### config.mk
export PLATFORM = sky130hd
export DESIGN_NAME = rs485_idle_gap_framer_unit
export DESIGN_NICKNAME = d
export VERILOG_FILES = /design/src/design/rigf_pkg.sv /design/src/design/rigf_ram.sv /design/src/design/rs485_idle_gap_framer_unit.sv
export SDC_FILE = /design/constraint.sdc
export NUM_CORES = 2
export LEC_CHECK = 0
export BUFFER_PORTS_ARGS = -buffer_cell sky130_fd_sc_hd__buf_2
export CAP_MARGIN = 10
export CORE_UTILIZATION = 30
export CTS_BUF_LIST = sky130_fd_sc_hd__clkbuf_8
export DETAILED_ROUTE_END_ITERATION = 10
export PLACE_DENSITY = 0.46
export SLEW_MARGIN = 5
export SYNTH_ARGS = -nofsm -noshare
export SYNTH_HDL_FRONTEND = slang
export SYNTH_SLANG_ARGS = --single-unit
### constraint.sdc
create_clock -name clk -period 2.5 [get_ports clk]
set_input_delay 0.375 -clock clk [delete_from_list [all_inputs] [get_ports clk]]
set_output_delay 0.375 -clock clk [all_outputs]
set_load 0.03 [all_outputs]
### src/design/rigf_pkg.sv
`timescale 1ns / 1ps
// ----------------------------------------------------------------------------
// rigf_pkg: RS485 idle-gap framer definitions
// Operation codes, field widths and reset values shared by the framer files.
// ----------------------------------------------------------------------------
package rigf_pkg;

	localparam int unsigned BUFFER_DEPTH_DEFAULT = 128;
	localparam logic [7:0]  IDLE_TICKS_RESET     = 8'd50;

	localparam int unsigned OP_W     = 3;
	localparam int unsigned INDEX_W  = 7;
	localparam int unsigned BYTE_W   = 8;
	localparam int unsigned LEN_W    = 8;
	localparam int unsigned TIMER_W  = 8;
	localparam int unsigned S_DATA_W = 24;
	localparam int unsigned M_DATA_W = 32;
	localparam int unsigned INDEX_N  = 2 ** INDEX_W;

	typedef enum logic [OP_W-1:0] {
		OP_RX_BYTE  = 3'd0,
		OP_TX_DONE  = 3'd1,
		OP_TICK     = 3'd2,
		OP_LOAD_TX  = 3'd3,
		OP_START_TX = 3'd4,
		OP_READ_RX  = 3'd5,
		OP_RELEASE  = 3'd6
	} op_t;

endpackage

### src/design/rigf_ram.sv
`timescale 1ns / 1ps
// ----------------------------------------------------------------------------
// rigf_ram: generic single-write, single-read RAM
// One write port, one read port with registered read data held when idle.
// ----------------------------------------------------------------------------
module rigf_ram #(
	parameter int unsigned WIDTH = 8,
	parameter int unsigned DEPTH = 128
) (
	input  logic                     clk,
	input  logic                     we,
	input  logic [$clog2(DEPTH)-1:0] waddr,
	input  logic [WIDTH-1:0]         wdata,
	input  logic                     re,
	input  logic [$clog2(DEPTH)-1:0] raddr,
	output logic [WIDTH-1:0]         rdata
);

	logic [WIDTH-1:0] mem_q [DEPTH];

	always_ff @(posedge clk) begin
		if (we) begin
			mem_q[waddr] <= wdata;
		end
		if (re) begin
			rdata <= mem_q[raddr];
		end
	end

endmodule

### src/design/rs485_idle_gap_framer_unit.sv
`timescale 1ns / 1ps
// ----------------------------------------------------------------------------
// rs485_idle_gap_framer_unit: half-duplex RS485 buffer engine
// Receive buffer with idle-gap framing, transmit buffer with driver enable.
// ----------------------------------------------------------------------------
// Channel | Direction | Handshake         | Payload
// s_*     | in        | s_tvalid/s_tready | s_tuser op, s_tdata index/byte/len
// m_*     | out       | m_tvalid/m_tready | m_tuser tx_valid, m_tdata status
// cfg_*   | in        | cfg_valid/ready   | cfg_data idle_ticks
//
// One beat per cycle unless m_tready stalls; m_tvalid comes from stage 2.
// State updates in the accept cycle; buffer read data is registered in the RAM.
// Two-stage pipeline: with m_tready low, input stalls once both stages hold a beat.
// arst_n clears control state; buffers are uninitialised, no clearing pass.
// ----------------------------------------------------------------------------
module rs485_idle_gap_framer_unit
	import rigf_pkg::*;
#(
	parameter int unsigned BUFFER_DEPTH = BUFFER_DEPTH_DEFAULT
) (
	input  logic                clk,
	input  logic                arst_n,
	input  logic                s_tvalid,
	output logic                s_tready,
	input  logic [S_DATA_W-1:0] s_tdata,   // entry_index, data_byte, send_length, pad
	input  logic [OP_W-1:0]     s_tuser,   // op
	output logic                m_tvalid,
	input  logic                m_tready,
	output logic [M_DATA_W-1:0] m_tdata,   // tx_byte, driver_enable, frame_ready,
	                                       // rx_length, read_data, pad
	output logic [0:0]          m_tuser,   // tx_valid
	input  logic                cfg_valid,
	output logic                cfg_ready,
	input  logic [TIMER_W-1:0]  cfg_data
);

	localparam int unsigned AW = $clog2(BUFFER_DEPTH);
	localparam int unsigned FW = $clog2(BUFFER_DEPTH + 1);
	localparam int unsigned CW = (FW > LEN_W) ? FW : LEN_W;
	localparam logic [FW-1:0] DEPTH_F = FW'(BUFFER_DEPTH);
	localparam logic [CW-1:0] DEPTH_C = CW'(BUFFER_DEPTH);
	localparam logic [AW-1:0] LAST_POS = AW'(BUFFER_DEPTH - 1);

	// entry index taken modulo the buffer depth
	logic [AW-1:0] idx_lut [INDEX_N];
	for (genvar g = 0; g < INDEX_N; g++) begin : g_idx
		assign idx_lut[g] = AW'(g % BUFFER_DEPTH);
	end

	op_t                op;
	logic [INDEX_W-1:0] entry_index;
	logic [BYTE_W-1:0]  data_byte;
	logic [LEN_W-1:0]   send_length;
	logic [AW-1:0]      idx;

	logic               acc;
	logic               adv;

	logic [TIMER_W-1:0] idle_ticks_q;
	logic [FW-1:0]      rx_fill_q,    rx_fill_n;
	logic [TIMER_W-1:0] idle_timer_q, idle_timer_n;
	logic               frame_done_q, frame_done_n;
	logic [FW-1:0]      tx_rem_q,     tx_rem_n;
	logic [AW-1:0]      tx_pos_q,     tx_pos_n;
	logic               drive_on_q,   drive_on_n;

	logic [AW-1:0]      rx_waddr;
	logic               rx_we;
	logic               tx_we;
	logic [AW-1:0]      tx_raddr;
	logic               emit;
	logic               rd_sel;
	logic [AW-1:0]      pos_inc;
	logic [CW-1:0]      len_w;
	logic [FW-1:0]      len_c;

	logic [BYTE_W-1:0]  rx_rdata;
	logic [BYTE_W-1:0]  tx_rdata;

	logic               v_s1;
	logic               tx_valid_s1;
	logic               rd_sel_s1;
	logic               drive_s1;
	logic               frame_s1;
	logic [7:0]         rx_len_s1;

	logic               v_s2;
	logic               tx_valid_s2;
	logic [BYTE_W-1:0]  tx_byte_s2;
	logic               drive_s2;
	logic               frame_s2;
	logic [7:0]         rx_len_s2;
	logic [BYTE_W-1:0]  read_data_s2;

	assign op          = op_t'(s_tuser);
	assign entry_index = s_tdata[INDEX_W-1:0];
	assign data_byte   = s_tdata[INDEX_W+BYTE_W-1:INDEX_W];
	assign send_length = s_tdata[INDEX_W+BYTE_W+LEN_W-1:INDEX_W+BYTE_W];
	assign idx         = idx_lut[entry_index];

	assign adv      = v_s1 && (!v_s2 || m_tready);
	assign s_tready = !v_s1 || adv;
	assign acc      = s_tvalid && s_tready;
	assign cfg_ready = 1'b1;

	// full buffer wraps the next stored byte to position 0
	assign rx_waddr = (rx_fill_q >= DEPTH_F) ? '0 : rx_fill_q[AW-1:0];
	assign pos_inc  = (tx_pos_q == LAST_POS) ? '0 : tx_pos_q + AW'(1);
	assign len_w    = CW'(send_length);
	assign len_c    = FW'((len_w > DEPTH_C) ? DEPTH_C : len_w);

	always_comb begin
		rx_fill_n    = rx_fill_q;
		idle_timer_n = idle_timer_q;
		frame_done_n = frame_done_q;
		tx_rem_n     = tx_rem_q;
		tx_pos_n     = tx_pos_q;
		drive_on_n   = drive_on_q;
		rx_we        = 1'b0;
		tx_we        = 1'b0;
		tx_raddr     = tx_pos_q;
		emit         = 1'b0;
		rd_sel       = 1'b0;
		case (op)
			OP_RX_BYTE: begin
				if (!frame_done_q) begin
					rx_we     = 1'b1;
					rx_fill_n = FW'(rx_waddr) + FW'(1);
				end
				idle_timer_n = idle_ticks_q;
			end
			OP_TX_DONE: begin
				if (tx_rem_q != '0) begin
					emit     = 1'b1;
					tx_pos_n = pos_inc;
					tx_rem_n = tx_rem_q - FW'(1);
				end else begin
					tx_pos_n   = '0;
					drive_on_n = 1'b0;
				end
			end
			OP_TICK: begin
				if (idle_timer_q != '0) begin
					idle_timer_n = idle_timer_q - TIMER_W'(1);
					if (idle_timer_q == TIMER_W'(1) && rx_fill_q != '0) begin
						frame_done_n = 1'b1;
					end
				end
			end
			OP_LOAD_TX: begin
				tx_we = 1'b1;
			end
			OP_START_TX: begin
				// a new start with a nonzero length abandons any running send
				if (len_c != '0) begin
					emit       = 1'b1;
					drive_on_n = 1'b1;
					tx_raddr   = '0;
					tx_pos_n   = AW'(1);
					tx_rem_n   = len_c - FW'(1);
				end
			end
			OP_READ_RX: begin
				rd_sel = 1'b1;
			end
			OP_RELEASE: begin
				frame_done_n = 1'b0;
				rx_fill_n    = '0;
			end
			default: begin
			end
		endcase
	end

	rigf_ram #(
		.WIDTH(BYTE_W),
		.DEPTH(BUFFER_DEPTH)
	) u_rx_ram (
		.clk  (clk),
		.we   (acc && rx_we),
		.waddr(rx_waddr),
		.wdata(data_byte),
		.re   (acc),
		.raddr(idx),
		.rdata(rx_rdata)
	);

	rigf_ram #(
		.WIDTH(BYTE_W),
		.DEPTH(BUFFER_DEPTH)
	) u_tx_ram (
		.clk  (clk),
		.we   (acc && tx_we),
		.waddr(idx),
		.wdata(data_byte),
		.re   (acc),
		.raddr(tx_raddr),
		.rdata(tx_rdata)
	);

	always_ff @(posedge clk or negedge arst_n) begin
		if (!arst_n) begin
			idle_ticks_q <= IDLE_TICKS_RESET;
		end else if (cfg_valid && cfg_ready) begin
			idle_ticks_q <= cfg_data;
		end
	end

	always_ff @(posedge clk or negedge arst_n) begin
		if (!arst_n) begin
			rx_fill_q    <= '0;
			idle_timer_q <= '0;
			frame_done_q <= 1'b0;
			tx_rem_q     <= '0;
			tx_pos_q     <= '0;
			drive_on_q   <= 1'b0;
		end else if (acc) begin
			rx_fill_q    <= rx_fill_n;
			idle_timer_q <= idle_timer_n;
			frame_done_q <= frame_done_n;
			tx_rem_q     <= tx_rem_n;
			tx_pos_q     <= tx_pos_n;
			drive_on_q   <= drive_on_n;
		end
	end

	// stage 1: beat accepted, buffer reads in flight
	always_ff @(posedge clk or negedge arst_n) begin
		if (!arst_n) begin
			v_s1 <= 1'b0;
		end else if (acc) begin
			v_s1 <= 1'b1;
		end else if (adv) begin
			v_s1 <= 1'b0;
		end
	end

	always_ff @(posedge clk) begin
		if (acc) begin
			tx_valid_s1 <= emit;
			rd_sel_s1   <= rd_sel;
			drive_s1    <= drive_on_n;
			frame_s1    <= frame_done_n;
			rx_len_s1   <= 8'(rx_fill_n);
		end
	end

	// stage 2: output register
	always_ff @(posedge clk or negedge arst_n) begin
		if (!arst_n) begin
			v_s2 <= 1'b0;
		end else if (adv) begin
			v_s2 <= 1'b1;
		end else if (m_tready) begin
			v_s2 <= 1'b0;
		end
	end

	always_ff @(posedge clk) begin
		if (adv) begin
			tx_valid_s2  <= tx_valid_s1;
			tx_byte_s2   <= tx_valid_s1 ? tx_rdata : '0;
			drive_s2     <= drive_s1;
			frame_s2     <= frame_s1;
			rx_len_s2    <= rx_len_s1;
			read_data_s2 <= rd_sel_s1 ? rx_rdata : '0;
		end
	end

	assign m_tvalid = v_s2;
	assign m_tuser  = tx_valid_s2;
	assign m_tdata  = {6'd0, read_data_s2, rx_len_s2, frame_s2, drive_s2, tx_byte_s2};

`ifndef NO_ASSERTIONS
	a_fill_bound: assert property (@(posedge clk) disable iff (!arst_n)
		rx_fill_q <= DEPTH_F)
		else $error("receive count beyond buffer depth");

	a_pos_bound: assert property (@(posedge clk) disable iff (!arst_n)
		tx_pos_q <= LAST_POS)
		else $error("transmit position beyond buffer");

	a_frame_has_bytes: assert property (@(posedge clk) disable iff (!arst_n)
		frame_done_q |-> rx_fill_q != '0)
		else $error("frame complete with empty buffer");

	a_send_drives: assert property (@(posedge clk) disable iff (!arst_n)
		tx_rem_q != '0 |-> drive_on_q)
		else $error("bytes pending with driver off");

	a_tx_beat_drives: assert property (@(posedge clk) disable iff (!arst_n)
		m_tvalid && m_tuser[0] |-> m_tdata[8])
		else $error("byte sent with driver off");
`endif

endmodule

==> metrics.csv <==
metric;value;unit
nFillCells;25600;
ys_seq_elements;2146;
initial_utilization;30.3;%
status;finished, violations left;
worstMarginPinSlew;0.925;ns
gp_congestion;0.879;
critPathArrivalTime;3.54;ns
layout.nets;6037;
drtPass1Iterations;6;
synthFlopType;edfxtp_1;
wl_per_cell;28.2;um
power.density;869;nW/um2
die_h;528;um
crit_top_cell;a21oi_1;
grtUsageMet2;32.8;%
power.switching;27.6;mW
drive_gt1_share;32.8;%
dieArea;279000;um2
cp-start-kind;register;
slowest_delay;0.59;ns
hold_path_class;input pin to register;
p_clk_share;31.9;%
grt_max_degree;75;
busiest_layer;met2;
port_buffers;67;
io_pins;76;
htreeDepth;5;
final_util;38.6;%
cts_tree;yes;
required;3.23;ns
seq_area_frac_synth;77.3;%
final.setup.worst_slack;-0.318;ns
finalPower;92.0;mW
cts_root_buf;clkbuf_8;
power.leakage;35.3;nW
routed_wl;280;mm
via_count;51100;
critical_path.max_fanout;8;
synth_warnings;0;
coreArea;275000;um2
synth.most_common_cell;edfxtp_1;
async_flop_share;2.00;%
fp.dieW;528;um
synth-edff-count;2103;
path_cells;buf_4, and2_1, buf_12, a21oi_1, o21ai_0, a21oi_2, a21oi_1, o32a_1, or4_1;
synth.top_cells.by_count;edfxtp_1 (2,103), nor2_1 (381), a22oi_1 (284);
power.share.switching;30.1;%
rows;192;
cts_sinks;2146;
syn_area_per_cell;17.2;um2
ir_drop;0.000612;V
crit_path_top_delay_cell;dfrtp_4;
final_antenna_net_count;0;
grt_pass1_vias;51800;
fin_crit_sh;113;%
syn-instance-count;4844;
clk_pin_slew;0.06;ns
setup_violations;8;
maxSlewViolCount;0;
dr.first_iter.drc_count;5037;
yosysTopAreaCell;edfxtp_1;
comb_power_share;24.2;%
yosysTopAreaCellShare;76.0;%
dp.final_hpwl;185;mm
vias_per_cell;5.13;
synth.area.top_cells;edfxtp_1 (76%), mux4_2 (3.0%), a22oi_1 (2.6%), mux2i_1 (1.8%), nor2_1 (1.7%);
fin_skew;0.0508;ns
max_freq;0.355;GHz
met1_usage;27.0;%
grt_pass1_wl;397;mm
drc;0;
clk_latency;0.99;ns
hold_violations;0;
violations;setup timing;
path_class;register to register;
grtUsageMet3;2.45;%
synth_cell_types;84;
post-route-min-period;2.82;ns
endpoint_kind;register;
intPower;64.3;mW
power_frac_seq;43.9;%
clockBufferDepth;4;
relSlewSlack;38.3;%
syn_area;83100;um2
grtUsageTotal;19.7;%
rsz0062_at_grt;true;
cts_buffers;363;
gr-total-overflow;0;
antenna_found_initial;14;
area_growth;27.4;%
drv_cap;0;
critical path: cells and delay by family, from the launching register on:
kind / cells / cell delay, ns
AOI/OAI and AO/OA: 5 / 0.86
buffers and inverters: 2 / 0.41
DFF: 1 / 0.59
and+or+nand+nor: 2 / 0.71
per-layer routing:
metal	up-vias	share of wire, %	wire length (um)
met5	-	0.0096	27
met4	4	2.7	7670
met3	430	5.2	14500
met2	1684	48	136000
met1	26800	44	123000
li1	22200	-	-
final cells by class:
type	instances	area, um2	share of cell area (%)
multi-input cells	2349	19300	18.3
flip-flops and latches	2146	64200	60.7
inverters	20	77.6	0.0733
diodes	3	7.51	0.00709
clock inverters	272	1420	1.34
repair buffers	1112	11000	10.4
clock buffers	374	5150	4.86
well taps	3686	4610	4.36
path summary, 6_finish.rpt:
| kind | depth (start not counted) | end | slack, ns | from |
|---|---|---|---|---|
| max | 9 | u_tx_ram.rdata[4] | -0.32 | tx_pos_q[0] |
| min | 6 | tx_rem_q[4] | 0.08 | s_tdata[19] |
| max reg2reg | 9 | u_tx_ram.rdata[4] | -0.32 | tx_pos_q[0] |
| min reg2reg | 0 | rx_len_s2[2] | 0.42 | rx_len_s1[2] |
| max in group asynchronous | 4 | m_tvalid | 0.57 | arst_n |
| min in group asynchronous | 3 | tx_rem_q[1] | 0.55 | arst_n |
cell usage in the layout, fill, tap and decap left out, types with 73 or more instances in the layout:
master and count:
nor2_1 238, clkbuf_8 374, a21oi_1 145, mux2_2 74, a22oi_1 284, nor2_4 125, buf_4 779, nand2_1 128
a22o_1 111, buf_12 181, mux4_2 111, mux2i_1 151, edfxtp_1 2103, o21ai_0 93, a31oi_1 97, inv_1 141
a221oi_1 117, clkinv_1 73
cells by family after synthesis:
kind of cell / synth area share, %
mux: 5.89
compound gates: 10.1
flops: 77.3
simple gates: 4.55
xor+xnor: 0.0527
buf+inv: 1.99
other cells: 0.00904
fa+ha+maj: 0.0753
sequential cells by signal (all words and copies together) (netlist names), 7 cells and up:
register        cells
u_rx_ram.rdata      8
u_tx_ram.rdata      8
u_rx_ram.mem_q   1024
rx_fill_q           8
idle_timer_q        8
idle_ticks_q        8
rx_len_s1           8
tx_byte_s2          8
rx_len_s2           8
tx_pos_q            7
u_tx_ram.mem_q   1024
read_data_s2        8
tx_rem_q            8
timing repair:
action	in CTS	in global routing
pin swaps	30	34
resized for setup	194	69
cloned	9	1
endpoints found under the hold margin	470	0
buffers inserted	37	13
endpoints found under the setup margin	12	26
hold buffers	42	0
power groups by stage:
stage	clock, mW	sequential, mW	combinational, mW
3_3_place_gp	0	41.1	19.3
3_5_place_dp	0	41.1	19.3
4_1_cts	30.1	40.3	22.0
2_1_floorplan	0	40.9	9.35
6_report	29.4	40.4	22.2
5_1_grt	31.5	40.4	23.2
stage by stage:
step / setup slack (ns) / setup TNS [ns] / instances / hold WS, ns / cell area [um2]
final: -0.318 / -1.93 / 9962 / 0.0752 / 106000
after CTS: -0.314 / -2.09 / 9952 / 0.00268 / 106000
after global routing: -0.400 / -2.54 / 9961 / 0.0722 / 106000
after detailed placement: -1.17 / -256.29 / 9224 / 0.405 / 97100
after global placement: -1.10 / -260.80 / 9224 / 0.403 / 97100
after floorplan: -0.240 / -90.59 / 4849 / 0.0794 / 84400
(Power assumes the default switching activity.)
